`config.mk`:
```
export PLATFORM = sky130hd
export DESIGN_NAME = led_frame_buffer_brightness_top
export DESIGN_NICKNAME = d
export VERILOG_FILES = /design/src/rtl/lfbb_pkg.sv /design/src/rtl/lfbb_front.sv /design/src/rtl/lfbb_queue.sv /design/src/rtl/lfbb_back.sv /design/src/rtl/led_frame_buffer_brightness_top.sv
export SDC_FILE = /design/constraint.sdc
export NUM_CORES = 2
export LEC_CHECK = 0
export ABC_AREA = 1
export BUFFER_PORTS_ARGS = -buffer_cell sky130_fd_sc_hd__clkbuf_2
export CAP_MARGIN = 10
export CELL_PAD_IN_SITES_DETAIL_PLACEMENT = 1
export CELL_PAD_IN_SITES_GLOBAL_PLACEMENT = 1
export CORE_MARGIN = 1.5
export CORE_UTILIZATION = 43
export CTS_CLUSTER_DIAMETER = 30
export CTS_CLUSTER_SIZE = 30
export DETAILED_ROUTE_END_ITERATION = 10
export PLACE_DENSITY_LB_ADDON = 0.05
export SLEW_MARGIN = 20
export SYNTH_ARGS = -nofsm -noshare
export SYNTH_HDL_FRONTEND = slang
export SYNTH_SLANG_ARGS = --single-unit
```
`constraint.sdc`:
```
create_clock -name clk -period 5.2 [get_ports clk]
set_input_delay 1.3 -clock clk [delete_from_list [all_inputs] [get_ports clk]]
set_output_delay 1.3 -clock clk [all_outputs]
set_load 0.01 [all_outputs]
```
`src/rtl/lfbb_pkg.sv`:
```
// Shared constants, codes and types for the LED frame buffer with brightness.
// Used by the front, queue, back and top-level modules; depends on nothing.
package lfbb_pkg;

	// Store sizing: no request ever returns more than sixteen words
	localparam int LED_CAPACITY = 16;
	localparam int RESULT_LIMIT = 16;
	localparam int ACTIVE_MAX   = (LED_CAPACITY < RESULT_LIMIT) ? LED_CAPACITY : RESULT_LIMIT;
	localparam int IDX_W        = (ACTIVE_MAX > 1) ? $clog2(ACTIVE_MAX) : 1;
	localparam int CNT_W        = 5;
	localparam int LED_INDEX_W  = 8;
	localparam int CHAN_W       = 8;
	localparam int RGB_W        = 3 * CHAN_W;

	// Command queue between front and back
	localparam int QUEUE_DEPTH = 2;
	localparam int QPTR_W      = 1;
	localparam int QCNT_W      = 2;

	// Request kinds
	localparam logic [1:0] REQ_WRITE_ONE = 2'd0;
	localparam logic [1:0] REQ_WRITE_ALL = 2'd1;
	localparam logic [1:0] REQ_READ_ONE  = 2'd2;
	localparam logic [1:0] REQ_REFRESH   = 2'd3;

	// Configuration register indexes and reset values
	localparam logic [1:0] REG_NUM_LEDS   = 2'd0;
	localparam logic [1:0] REG_BRIGHTNESS = 2'd1;
	localparam logic [1:0] REG_LEDS_ON    = 2'd2;

	localparam logic [CNT_W-1:0]  NUM_LEDS_RST   = 5'd1;
	localparam logic [CHAN_W-1:0] BRIGHTNESS_RST = 8'd25;
	localparam logic              LEDS_ON_RST    = 1'b0;

	// Classified request handed from front to back
	typedef struct packed {
		logic [1:0]       req;
		logic             err;
		logic [IDX_W-1:0] idx;
		logic [RGB_W-1:0] rgb;
	} cmd_t;

	// Live configuration seen by the back
	typedef struct packed {
		logic [CNT_W-1:0]  active_n;
		logic [CHAN_W-1:0] brightness;
		logic              leds_on;
	} cfg_t;

endpackage

```
`src/rtl/lfbb_front.sv`:
```
// Front part: configuration registers, input word acceptance and request classification.
// Depends on lfbb_pkg.
module lfbb_front import lfbb_pkg::*; (
	input  logic                   clk,
	input  logic                   arst_n,
	input  logic                   cfg_valid,
	output logic                   cfg_ready,
	input  logic [1:0]             cfg_index,
	input  logic [CHAN_W-1:0]      cfg_data,
	input  logic                   in_valid,
	output logic                   in_ready,
	input  logic [1:0]             in_req,
	input  logic [LED_INDEX_W-1:0] in_led_index,
	input  logic [RGB_W-1:0]       in_rgb,
	input  logic                   q_full,
	output logic                   q_push,
	output cmd_t                   q_cmd,
	output cfg_t                   cfg
);

	localparam logic [CNT_W-1:0] ACTIVE_MAX_C = CNT_W'(ACTIVE_MAX);

	logic [CNT_W-1:0]  num_leds_q;
	logic [CHAN_W-1:0] brightness_q;
	logic              leds_on_q;
	logic [CNT_W-1:0]  active_n;
	logic              idx_bad;

	// Take configuration words at any time
	assign cfg_ready = 1'b1;

	always_ff @(posedge clk or negedge arst_n) begin
		if (!arst_n) begin
			num_leds_q   <= NUM_LEDS_RST;
			brightness_q <= BRIGHTNESS_RST;
			leds_on_q    <= LEDS_ON_RST;
		end else if (cfg_valid) begin
			unique case (cfg_index)
				REG_NUM_LEDS:   num_leds_q   <= cfg_data[CNT_W-1:0];
				REG_BRIGHTNESS: brightness_q <= cfg_data;
				REG_LEDS_ON:    leds_on_q    <= cfg_data[0];
				default: ;
			endcase
		end
	end

	// Limit the active count to what the store holds
	assign active_n = (num_leds_q > ACTIVE_MAX_C) ? ACTIVE_MAX_C : num_leds_q;

	assign cfg.active_n   = active_n;
	assign cfg.brightness = brightness_q;
	assign cfg.leds_on    = leds_on_q;

	// Flag single-LED requests that point past the active chain
	assign idx_bad = in_led_index >= {{(LED_INDEX_W-CNT_W){1'b0}}, active_n};

	// Push classified words into the queue while it has room
	assign in_ready  = !q_full;
	assign q_push    = in_valid && !q_full;
	assign q_cmd.req = in_req;
	assign q_cmd.err = idx_bad && ((in_req == REQ_WRITE_ONE) || (in_req == REQ_READ_ONE));
	assign q_cmd.idx = in_led_index[IDX_W-1:0];
	assign q_cmd.rgb = in_rgb;

endmodule

```
`src/rtl/lfbb_queue.sv`:
```
// Short command queue that decouples the front from the back.
// Depends on lfbb_pkg for the command type and depth.
module lfbb_queue import lfbb_pkg::*; (
	input  logic clk,
	input  logic arst_n,
	input  logic push,
	input  cmd_t push_cmd,
	output logic full,
	input  logic pop,
	output logic not_empty,
	output cmd_t head
);

	cmd_t              slot_q [QUEUE_DEPTH];
	logic [QPTR_W-1:0] wr_ptr_q;
	logic [QPTR_W-1:0] rd_ptr_q;
	logic [QCNT_W-1:0] count_q;

	assign full      = count_q == QCNT_W'(QUEUE_DEPTH);
	assign not_empty = count_q != '0;
	assign head      = slot_q[rd_ptr_q];

	// Store pushed words
	always_ff @(posedge clk) begin
		if (push) begin
			slot_q[wr_ptr_q] <= push_cmd;
		end
	end

	// Advance pointers and track fill
	always_ff @(posedge clk or negedge arst_n) begin
		if (!arst_n) begin
			wr_ptr_q <= '0;
			rd_ptr_q <= '0;
			count_q  <= '0;
		end else begin
			if (push) begin
				wr_ptr_q <= wr_ptr_q + QPTR_W'(1);
			end
			if (pop) begin
				rd_ptr_q <= rd_ptr_q + QPTR_W'(1);
			end
			if (push && !pop) begin
				count_q <= count_q + QCNT_W'(1);
			end else if (pop && !push) begin
				count_q <= count_q - QCNT_W'(1);
			end
		end
	end

endmodule

```
`src/rtl/lfbb_back.sv`:
```
// Back part: colour store, request execution, brightness scaling and output register.
// Depends on lfbb_pkg.
module lfbb_back import lfbb_pkg::*; (
	input  logic              clk,
	input  logic              arst_n,
	input  cfg_t              cfg,
	input  logic              cmd_valid,
	input  cmd_t              cmd,
	output logic              cmd_pop,
	output logic              out_valid,
	input  logic              out_ready,
	output logic              out_status,
	output logic              out_frame,
	output logic [RGB_W-1:0]  out_rgb,
	output logic [RGB_W-1:0]  out_grb,
	output logic              out_last
);

	localparam logic [1:0] ST_IDLE = 2'd0;
	localparam logic [1:0] ST_MUL  = 2'd1;
	localparam logic [1:0] ST_DIV  = 2'd2;

	logic [1:0]        state_q;
	logic [CNT_W-1:0]  pos_q;
	logic [RGB_W-1:0]  store_q [ACTIVE_MAX];
	logic [15:0]       prod_red_s1;
	logic [15:0]       prod_green_s1;
	logic [15:0]       prod_blue_s1;
	logic              out_valid_q;
	logic              out_status_q;
	logic              out_frame_q;
	logic [RGB_W-1:0]  out_rgb_q;
	logic [RGB_W-1:0]  out_grb_q;
	logic              out_last_q;
	logic              out_free;
	logic [IDX_W-1:0]  rd_addr;
	logic [RGB_W-1:0]  rd_data;
	logic              word_last;
	logic [RGB_W-1:0]  scaled_grb;

	// Divide a channel product by 255: estimate, then one correction step
	function automatic logic [CHAN_W-1:0] div255(input logic [15:0] p);
		logic [16:0]       sum;
		logic [CHAN_W-1:0] q;
		logic [15:0]       r;
		sum = {1'b0, p} + {9'd0, p[15:8]};
		q   = sum[15:8];
		r   = p - ({q, 8'd0} - {8'd0, q});
		if (r >= 16'd255) begin
			q = q + 8'd1;
		end
		return q;
	endfunction

	assign out_free  = !out_valid_q || out_ready;
	assign cmd_pop   = (state_q == ST_IDLE) && cmd_valid && out_free;
	assign rd_addr   = (state_q == ST_IDLE) ? cmd.idx : pos_q[IDX_W-1:0];
	assign rd_data   = store_q[rd_addr];
	assign word_last = (pos_q + CNT_W'(1)) == cfg.active_n;

	assign scaled_grb = cfg.leds_on ? {div255(prod_green_s1), div255(prod_red_s1),
	                                   div255(prod_blue_s1)} : '0;

	// Sequence requests; refresh walks the active LEDs one word at a time
	always_ff @(posedge clk or negedge arst_n) begin
		if (!arst_n) begin
			state_q <= ST_IDLE;
			pos_q   <= '0;
		end else begin
			unique case (state_q)
				ST_IDLE: begin
					if (cmd_pop && (cmd.req == REQ_REFRESH) && (cfg.active_n != '0)) begin
						pos_q   <= '0;
						state_q <= ST_MUL;
					end
				end
				ST_MUL: begin
					state_q <= ST_DIV;
				end
				ST_DIV: begin
					if (out_free) begin
						if (word_last) begin
							state_q <= ST_IDLE;
						end else begin
							pos_q   <= pos_q + CNT_W'(1);
							state_q <= ST_MUL;
						end
					end
				end
				default: state_q <= ST_IDLE;
			endcase
		end
	end

	// Update the colour store; cleared to off at reset
	always_ff @(posedge clk or negedge arst_n) begin
		if (!arst_n) begin
			for (int i = 0; i < ACTIVE_MAX; i++) begin
				store_q[i] <= '0;
			end
		end else if (cmd_pop) begin
			if ((cmd.req == REQ_WRITE_ONE) && !cmd.err) begin
				store_q[cmd.idx] <= cmd.rgb;
			end else if (cmd.req == REQ_WRITE_ALL) begin
				for (int i = 0; i < ACTIVE_MAX; i++) begin
					if (CNT_W'(i) < cfg.active_n) begin
						store_q[i] <= cmd.rgb;
					end
				end
			end
		end
	end

	// Multiply each stored channel by the brightness
	always_ff @(posedge clk) begin
		if (state_q == ST_MUL) begin
			prod_red_s1   <= {8'd0, rd_data[23:16]} * {8'd0, cfg.brightness};
			prod_green_s1 <= {8'd0, rd_data[15:8]}  * {8'd0, cfg.brightness};
			prod_blue_s1  <= {8'd0, rd_data[7:0]}   * {8'd0, cfg.brightness};
		end
	end

	// Hold the output word until taken
	always_ff @(posedge clk or negedge arst_n) begin
		if (!arst_n) begin
			out_valid_q <= 1'b0;
		end else if ((cmd_pop && !((cmd.req == REQ_REFRESH) && (cfg.active_n == '0) ||
		                           (cmd.req == REQ_REFRESH))) ||
		             ((state_q == ST_DIV) && out_free)) begin
			out_valid_q <= 1'b1;
		end else if (out_ready) begin
			out_valid_q <= 1'b0;
		end
	end

	// Load the output payload
	always_ff @(posedge clk) begin
		if (cmd_pop && (cmd.req != REQ_REFRESH)) begin
			out_status_q <= cmd.err;
			out_frame_q  <= 1'b0;
			out_rgb_q    <= ((cmd.req == REQ_READ_ONE) && !cmd.err) ? rd_data : '0;
			out_grb_q    <= '0;
			out_last_q   <= 1'b1;
		end else if ((state_q == ST_DIV) && out_free) begin
			out_status_q <= 1'b0;
			out_frame_q  <= 1'b1;
			out_rgb_q    <= '0;
			out_grb_q    <= scaled_grb;
			out_last_q   <= word_last;
		end
	end

	assign out_valid  = out_valid_q;
	assign out_status = out_status_q;
	assign out_frame  = out_frame_q;
	assign out_rgb    = out_rgb_q;
	assign out_grb    = out_grb_q;
	assign out_last   = out_last_q;

endmodule

```
`src/rtl/led_frame_buffer_brightness_top.sv`:
```
// LED frame buffer with brightness: top level tying front, queue and back together.
// Depends on lfbb_pkg, lfbb_front, lfbb_queue and lfbb_back.
//
// Usage:
//   s_* channel takes request words: tuser carries the request kind (write one,
//   write all, read one, refresh), tdata the LED index and color.
//   m_* channel returns result words: tuser marks a refresh frame word, tlast
//   the final word of a request, tdata the status, raw color and GRB word.
//   cfg_* channel writes num_leds, brightness and leds_on; always ready.
// Flow: with the back idle, a write one, write all or read one returns its
//   single word from the output register, and such requests go one per cycle
//   while the receiver takes each word. A refresh of n active LEDs returns n words
//   one at a time, each passing the multiply stage and then the divide-by-255
//   stage before the output register.
// A two-entry command queue lets new requests enter while the back is busy
//   or a result waits to be taken.
// Reset clears every stored color to off, sets num_leds 1, brightness 25 and
//   leds_on 0, and empties the queue.
// When the receiver stalls, the output word holds, the back stops, and input
//   stops once the queue is full; nothing is dropped.
module led_frame_buffer_brightness_top import lfbb_pkg::*; (
	input  logic        clk,
	input  logic        arst_n,
	input  logic        s_tvalid,
	output logic        s_tready,
	input  logic [31:0] s_tdata,   // led_index, red, green, blue
	input  logic [1:0]  s_tuser,   // req_type
	output logic        m_tvalid,
	input  logic        m_tready,
	output logic [55:0] m_tdata,   // status, read_red, read_green, read_blue, grb_word, zero pad
	output logic        m_tuser,   // is_frame_word
	output logic        m_tlast,   // last
	input  logic        cfg_valid,
	output logic        cfg_ready,
	input  logic [1:0]  cfg_index,
	input  logic [7:0]  cfg_data
);

	cfg_t             cfg;
	cmd_t             push_cmd;
	cmd_t             head_cmd;
	logic             q_push;
	logic             q_full;
	logic             q_pop;
	logic             q_not_empty;
	logic             out_status;
	logic [RGB_W-1:0] out_rgb;
	logic [RGB_W-1:0] out_grb;

	lfbb_front u_front (
		.clk          (clk),
		.arst_n       (arst_n),
		.cfg_valid    (cfg_valid),
		.cfg_ready    (cfg_ready),
		.cfg_index    (cfg_index),
		.cfg_data     (cfg_data),
		.in_valid     (s_tvalid),
		.in_ready     (s_tready),
		.in_req       (s_tuser),
		.in_led_index (s_tdata[7:0]),
		.in_rgb       ({s_tdata[15:8], s_tdata[23:16], s_tdata[31:24]}),
		.q_full       (q_full),
		.q_push       (q_push),
		.q_cmd        (push_cmd),
		.cfg          (cfg)
	);

	lfbb_queue u_queue (
		.clk       (clk),
		.arst_n    (arst_n),
		.push      (q_push),
		.push_cmd  (push_cmd),
		.full      (q_full),
		.pop       (q_pop),
		.not_empty (q_not_empty),
		.head      (head_cmd)
	);

	lfbb_back u_back (
		.clk        (clk),
		.arst_n     (arst_n),
		.cfg        (cfg),
		.cmd_valid  (q_not_empty),
		.cmd        (head_cmd),
		.cmd_pop    (q_pop),
		.out_valid  (m_tvalid),
		.out_ready  (m_tready),
		.out_status (out_status),
		.out_frame  (m_tuser),
		.out_rgb    (out_rgb),
		.out_grb    (out_grb),
		.out_last   (m_tlast)
	);

	// Pack result fields from the lowest bit up
	assign m_tdata = {7'd0, out_grb, out_rgb[7:0], out_rgb[15:8], out_rgb[23:16], out_status};

endmodule
```
Word level (Yosys, flattened, before mapping)
Memory sizes are Yosys's and may differ from the RTL's.
Cells that the tools add are included.
{ "totals": {"mem_bits_rw": 62, "wordCells": 217, "register_bits": 509, "inputBits": 49, "memories": 1, "output_inout_bits": 61} }
{ "memory_table": {"columns": ["memory", "depth", "word_bits", "read_ports", "rd_clocked_by_memory_dff", "wr", "line_no", "text"], "rows": [
  ["u_queue.slot_q", 2, 31, 1, 0, 1, "lfbb_queue.sv:14", "cmd_t slot_q [QUEUE_DEPTH];"]
]} }
{ "op_classes": {"magnitude_cmp": 24, "n_reduce_logical": 74, "n_bitwise": 2, "add_sub_neg": 17, "n_mux": 49, "n_mul": 3, "eq_ne": 14} }
{ "op_table": {"columns": ["op", "n"], "rows": [
  ["384-bit 2-to-1 mux", 2],
  ["24-bit 2-to-1 mux", 23],
  ["384-bit bitwise mux", 1],
  ["24-bit binary-select mux with 4-bit select", 1],
  ["24-bit demux with 4-bit select", 1],
  ["16-bit by 8-bit adder with 16-bit output", 3],
  ["16-bit by 8-bit greater-or-equal comparator with 1-bit output, second input constant", 3],
  ["8-bit by 8-bit multiplier with 16-bit output", 3],
  ["3-bit AND reduction", 16],
  ["16-bit subtractor", 3],
  ["16-bit by 8-bit subtractor with 16-bit output", 3],
  ["2-bit nonzero test", 22],
  ["4-bit by 5-bit less-than comparator with 1-bit output, first input constant", 8],
  ["8-bit by 1-bit adder with 8-bit output, second input constant", 3],
  ["8-bit 2-to-1 mux", 3],
  ["3-bit by 5-bit less-than comparator with 1-bit output, first input constant", 4],
  ["5-bit 2-to-1 mux", 4],
  ["1-bit logical AND", 15],
  ["2-bit == test, second input constant", 6],
  ["5-bit greater-or-equal comparator, second input constant", 2],
  ["1-bit by 5-bit less-than comparator with 1-bit output, first input constant", 2],
  ["2-bit by 5-bit less-than comparator with 1-bit output, first input constant", 2],
  ["4-bit inverter with 5-bit output", 2],
  ["5-bit one-hot mux with 2 select lines", 1],
  ["other kinds (22)", 50]
]} }

Depth between registers and ports, before layout
{ "depth": {"depth_word": 9, "ltp_mapped": 37, "depth_no_buf": 36} }

Hierarchy
A second synthesis with hierarchy kept.
{ "hier_totals": {"hier_cells": 4441, "hier_area_um2": 36124.6} }
{ "modules_own_cells": {"columns": ["module", "area_each_um2", "seq_area_each_um2", "instances", "cells_per_inst"], "rows": [
  ["lfbb_back", 32443.6, 12522.0, 1, 4190],
  ["lfbb_queue", 2597.5, 1961.9, 1, 122],
  ["lfbb_front", 1019.7, 355.3, 1, 120],
  ["led_frame_buffer_brightness_top", 63.8, 0.0, 1, 9]
]} }

Least setup slack after synthesis
No wires, ideal clock.
{ "synth_path": {"kind": "reg2reg", "from": "register u_queue.rd_ptr_q", "to": "register u_back.prod_blue_s1[14] (data pin)", "period_less_slack_ns": 5.689, "setup_slack_ns": -0.489, "stages_incl_launch_ff": 33, "path_buffers": 3, "setup_ns": 0.262, "t_required_ns": 4.938, "arrival_ns": 5.427, "path_cell_list": "dfrtp_1 buf_6 inv_4 or2_1 o21a_1 nand2_2 nand2_2 buf_2 buf_1 o211ai_1 nand3_1 nand3_1 nand2_2 nor2_1 fa_1 inv_1 fa_1 inv_1 fa_1 inv_1 fa_1 inv_1 ha_1 a21oi_1 o21ai_0 a21oi_1 nor2_1 o21ai_0 nand2_1 nand2_1 nand2_1 a21oi_1 xor2_1"} }
{ "synth_between": {"elab_chain_cells": 7} }
{ "synth_lines": {"columns": ["element", "line_no", "text"], "rows": [
  ["start, declared", "lfbb_queue.sv:16", "logic [QPTR_W-1:0] rd_ptr_q;"],
  ["start signal, assigned", "lfbb_queue.sv:41", "rd_ptr_q <= rd_ptr_q + QPTR_W'(1);"],
  ["memory read 2 x 31 bit", null, null],
  ["4-bit 2-to-1 mux", "lfbb_back.sv:57", "assign rd_addr = (state_q == ST_IDLE) ? cmd.idx : pos_q[IDX_W-1:0];"],
  ["4-bit inverter with 5-bit output (implied by the code)", "lfbb_back.sv:58", "assign rd_data = store_q[rd_addr];"],
  ["24-bit binary-select mux with 4-bit select", "lfbb_back.sv:58", null],
  ["24-bit 2-to-1 mux (implied by the code) (2 in series)", "lfbb_back.sv:58", null],
  ["8-bit by 8-bit multiplier with 16-bit output", "lfbb_back.sv:119", "prod_blue_s1 <= {8'd0, rd_data[7:0]} * {8'd0, cfg.brightness};"],
  ["end signal, assigned", "lfbb_back.sv:119", null],
  ["end, declared", "lfbb_back.sv:28", "logic [15:0] prod_blue_s1;"]
]} }
Every way passes these cells. The select of a mux whose other input is x is not followed.
A chain may end at the register's enable or synchronous reset.

Final worst setup path
{ "layout_path": {"from": "register u_queue.rd_ptr_q", "to": "register u_back.prod_red_s1[12] (data pin)"} }
{ "layout_between": {"elab_chain_cells": 7} }
{ "layout_lines": {"columns": ["element", "line_no", "text"], "rows": [
  ["memory read 2 x 31 bit", null, null],
  ["4-bit 2-to-1 mux", "lfbb_back.sv:57", null],
  ["4-bit inverter with 5-bit output (implied by the code)", "lfbb_back.sv:58", null],
  ["24-bit binary-select mux with 4-bit select", "lfbb_back.sv:58", null],
  ["24-bit 2-to-1 mux (implied by the code) (2 in series)", "lfbb_back.sv:58", null],
  ["8-bit by 8-bit multiplier with 16-bit output", "lfbb_back.sv:117", "prod_red_s1 <= {8'd0, rd_data[23:16]} * {8'd0, cfg.brightness};"],
  ["end signal, assigned", "lfbb_back.sv:117", null],
  ["end, declared", "lfbb_back.sv:26", "logic [15:0] prod_red_s1;"]
]} }
Every way passes these cells. The select of a mux whose other input is x is not followed.

==> reports/results.ini <==
[cells_and_area]
final_nets=5233
antennaDiodeCount=0
fillCellCount=9636
area_growth_syn_to_layout_pct=29.44
stdcell_area_um2=46590
final_common_cell=nand2_1
final_cell_mix=nand2_1 (1120), inv_1 (517), nand3_1 (409)
drive_gt1_frac=0.1983

[floorplan]
ios=110
core_um2=82500
start_util=0.4363
die_w_um=292.3
num_rows=105
dieArea_um2=85450
fp.dieH_um=292.3

[timing]
hold_violations=0
post-route-period-util=1.123
worstMarginPinSlew_ns=0.9213
fin_worst_skew_ns=0.04204
fin_ws_ns=-0.6408
relSlewSlack=0.3851
drv_slew=0
max_freq_ghz=0.1712
final.min_clock_period_ns=5.841
setup_viol=27
rsz0062_at_grt=yes

[status]
status=finished, violations left
violations=negative setup slack

[routing]
vias=32630
route.detailed.drc=0
routed_wl_um=126800
ant_nets=0
detail_route.wl_per_cell_um=20.99
via_per_inst=5.404
dr.pass1.iters=5
drt_iter0_markers=1671

[global_route]
grt_pass1_vias=34400
antenna_found_initial=1
grtUsageTotal=0.2898
grt_overflow=0
grt_max_degree=129
grt_pass1_wl_um=193200

[clocking]
cts_htree_levels=4
clock_path_buffers=3
cts_tree=done
clk_pin_slew_ns=0.05
clk_latency_ns=0.75
holdBufCountCts=0
clock-sinks=571
numCtsBuffers=144
root_buffer=clkbuf_16

[logic_synthesis]
seq_area_frac_synth=0.4123
synth_edf_count=135
syn_area_um2=35990
synthArstFlopShare=0.7180
synth_cell_types=49
syn_avg_cell_area_um2=8.033
synth_seq_cells=571
yosysWarnings=0
synthFlopType=dfrtp_1
syn_inst=4481

[critical_path]
cp-start-kind=flop
cp.required_ns=5.67
critPathSlowestCell=fa_1
crit_path_frequent_cell=fa_1
critPathMaxStageDelay_ns=0.58
setup.worst_path.end_class=flop
crit_buf_inv=10
path_max_fanout=7
worstPathArrival_ns=6.31
worstSetupPathType=reg -> reg
crit_family=adder cells
r2r_slack_ns=-0.64

[place]
io_buffers=101
placed_area_um2=39290
hpwl_um=81700
gp_congestion=0.8736

[flow_run]
cap_violations=0

[worst_hold_path]
holdCritPathClass=reg -> reg

[cell type report]
cell class	instances	area, µm²	share of cell area
clock inverters	70	970.9	0.02084
well taps	1070	1339	0.02874
clock buffers	194	4065	0.08725
flip-flops and latches	571	14840	0.3185
repair buffers	445	4078	0.08752
multi-input cells	3121	19150	0.4111
inverters	567	2143	0.04600
[final timing paths]
path / from / to / depth (start not counted)
max: u_queue.rd_ptr_q / u_back.prod_red_s1[12] / 28
min: u_back.out_grb[2] / u_back.out_grb[2] / 2
max reg2reg: u_queue.rd_ptr_q / u_back.prod_red_s1[12] / 28
min reg2reg: u_back.out_grb[2] / u_back.out_grb[2] / 2
max in group asynchronous: arst_n / u_queue.rd_ptr_q / 2
min in group asynchronous: arst_n / u_back.store_q[94] / 1
[logic make-up after synthesis]
family | synth area share
other | 0.0002086
adders and majority gates | 0.1386
DFF | 0.4123
xor gates and xnor gates | 0.01801
and+or+nand+nor | 0.2357
AOI/OAI and AO/OA | 0.1040
buffers and inverters | 0.09083
muxes | 0.0002781
[worst min-delay path, cell delays in order (launching register included)]
cell	delay, ns
dfxtp_1	0.30
nand2_1	0.06
nand2_1	0.04
[state kept, by name (all words and copies together), names as in the netlist, 2 cells and up]
signal                count
u_back.out_grb           24
u_back.out_rgb           24
u_back.pos_q              5
u_back.prod_blue_s1      16
u_back.prod_green_s1     16
u_back.prod_red_s1       16
u_back.state_q            2
u_back.store_q          384
u_front.brightness_q      8
u_front.num_leds_q        5
u_queue.count_q           2
u_queue.slot_q           62
[synthesized netlist by cell type (41+ instances only)]
master | count | area (µm²)
a21oi_1 | 101 | 505.5
buf_2 | 55 | 275.3
clkbuf_1 | 123 | 461.7
dfrtp_1 | 406 | 10160
edfxtp_1 | 135 | 4054
fa_1 | 108 | 2162
ha_1 | 226 | 2828
inv_1 | 551 | 2068
nand2_1 | 1146 | 4302
nand3_1 | 451 | 2257
nor2_1 | 326 | 1224
o211ai_1 | 80 | 600.6
o21ai_0 | 353 | 1767
o21ai_1 | 77 | 385.4
xnor2_1 | 41 | 359.1
[metrics by stage]
step / hold slack [ns] / setup WS (ns) / TNS [ns] / util / cells
after floorplan: 0.4479 / -0.1625 / -0.2598 / - / 4487
after global placement: 0.4384 / -0.3129 / -3.554 / 0.4762 / 5672
after detailed placement: 0.4417 / -0.4584 / -6.249 / 0.4762 / 5672
after CTS: 0.4516 / -0.4484 / -6.918 / 0.5474 / 5990
after global routing: 0.4691 / -0.8598 / -15.68 / 0.5647 / 6038
final: 0.4481 / -0.6408 / -10.15 / 0.5647 / 6038
[timing repair]
| action | CTS | global route |
|---|---|---|
| pin swaps | 56 | 115 |
| setup buffers | 52 | 43 |
| cloned | 3 | 15 |
| endpoints found under the setup margin | 26 | 409 |
| gates resized for setup | 109 | 214 |
[metal layers]
metal | track usage | part of all wire
met3 | 0.04044 | 0.043
met1 | 0.3671 | 0.43
met4 | 0.09541 | 0.033
met2 | 0.5084 | 0.50
met5 | 0 | 0
Power is left out: the tool's default activity adds up to more than one toggle a clock period on the data nets, which glitch-free logic cannot reach.
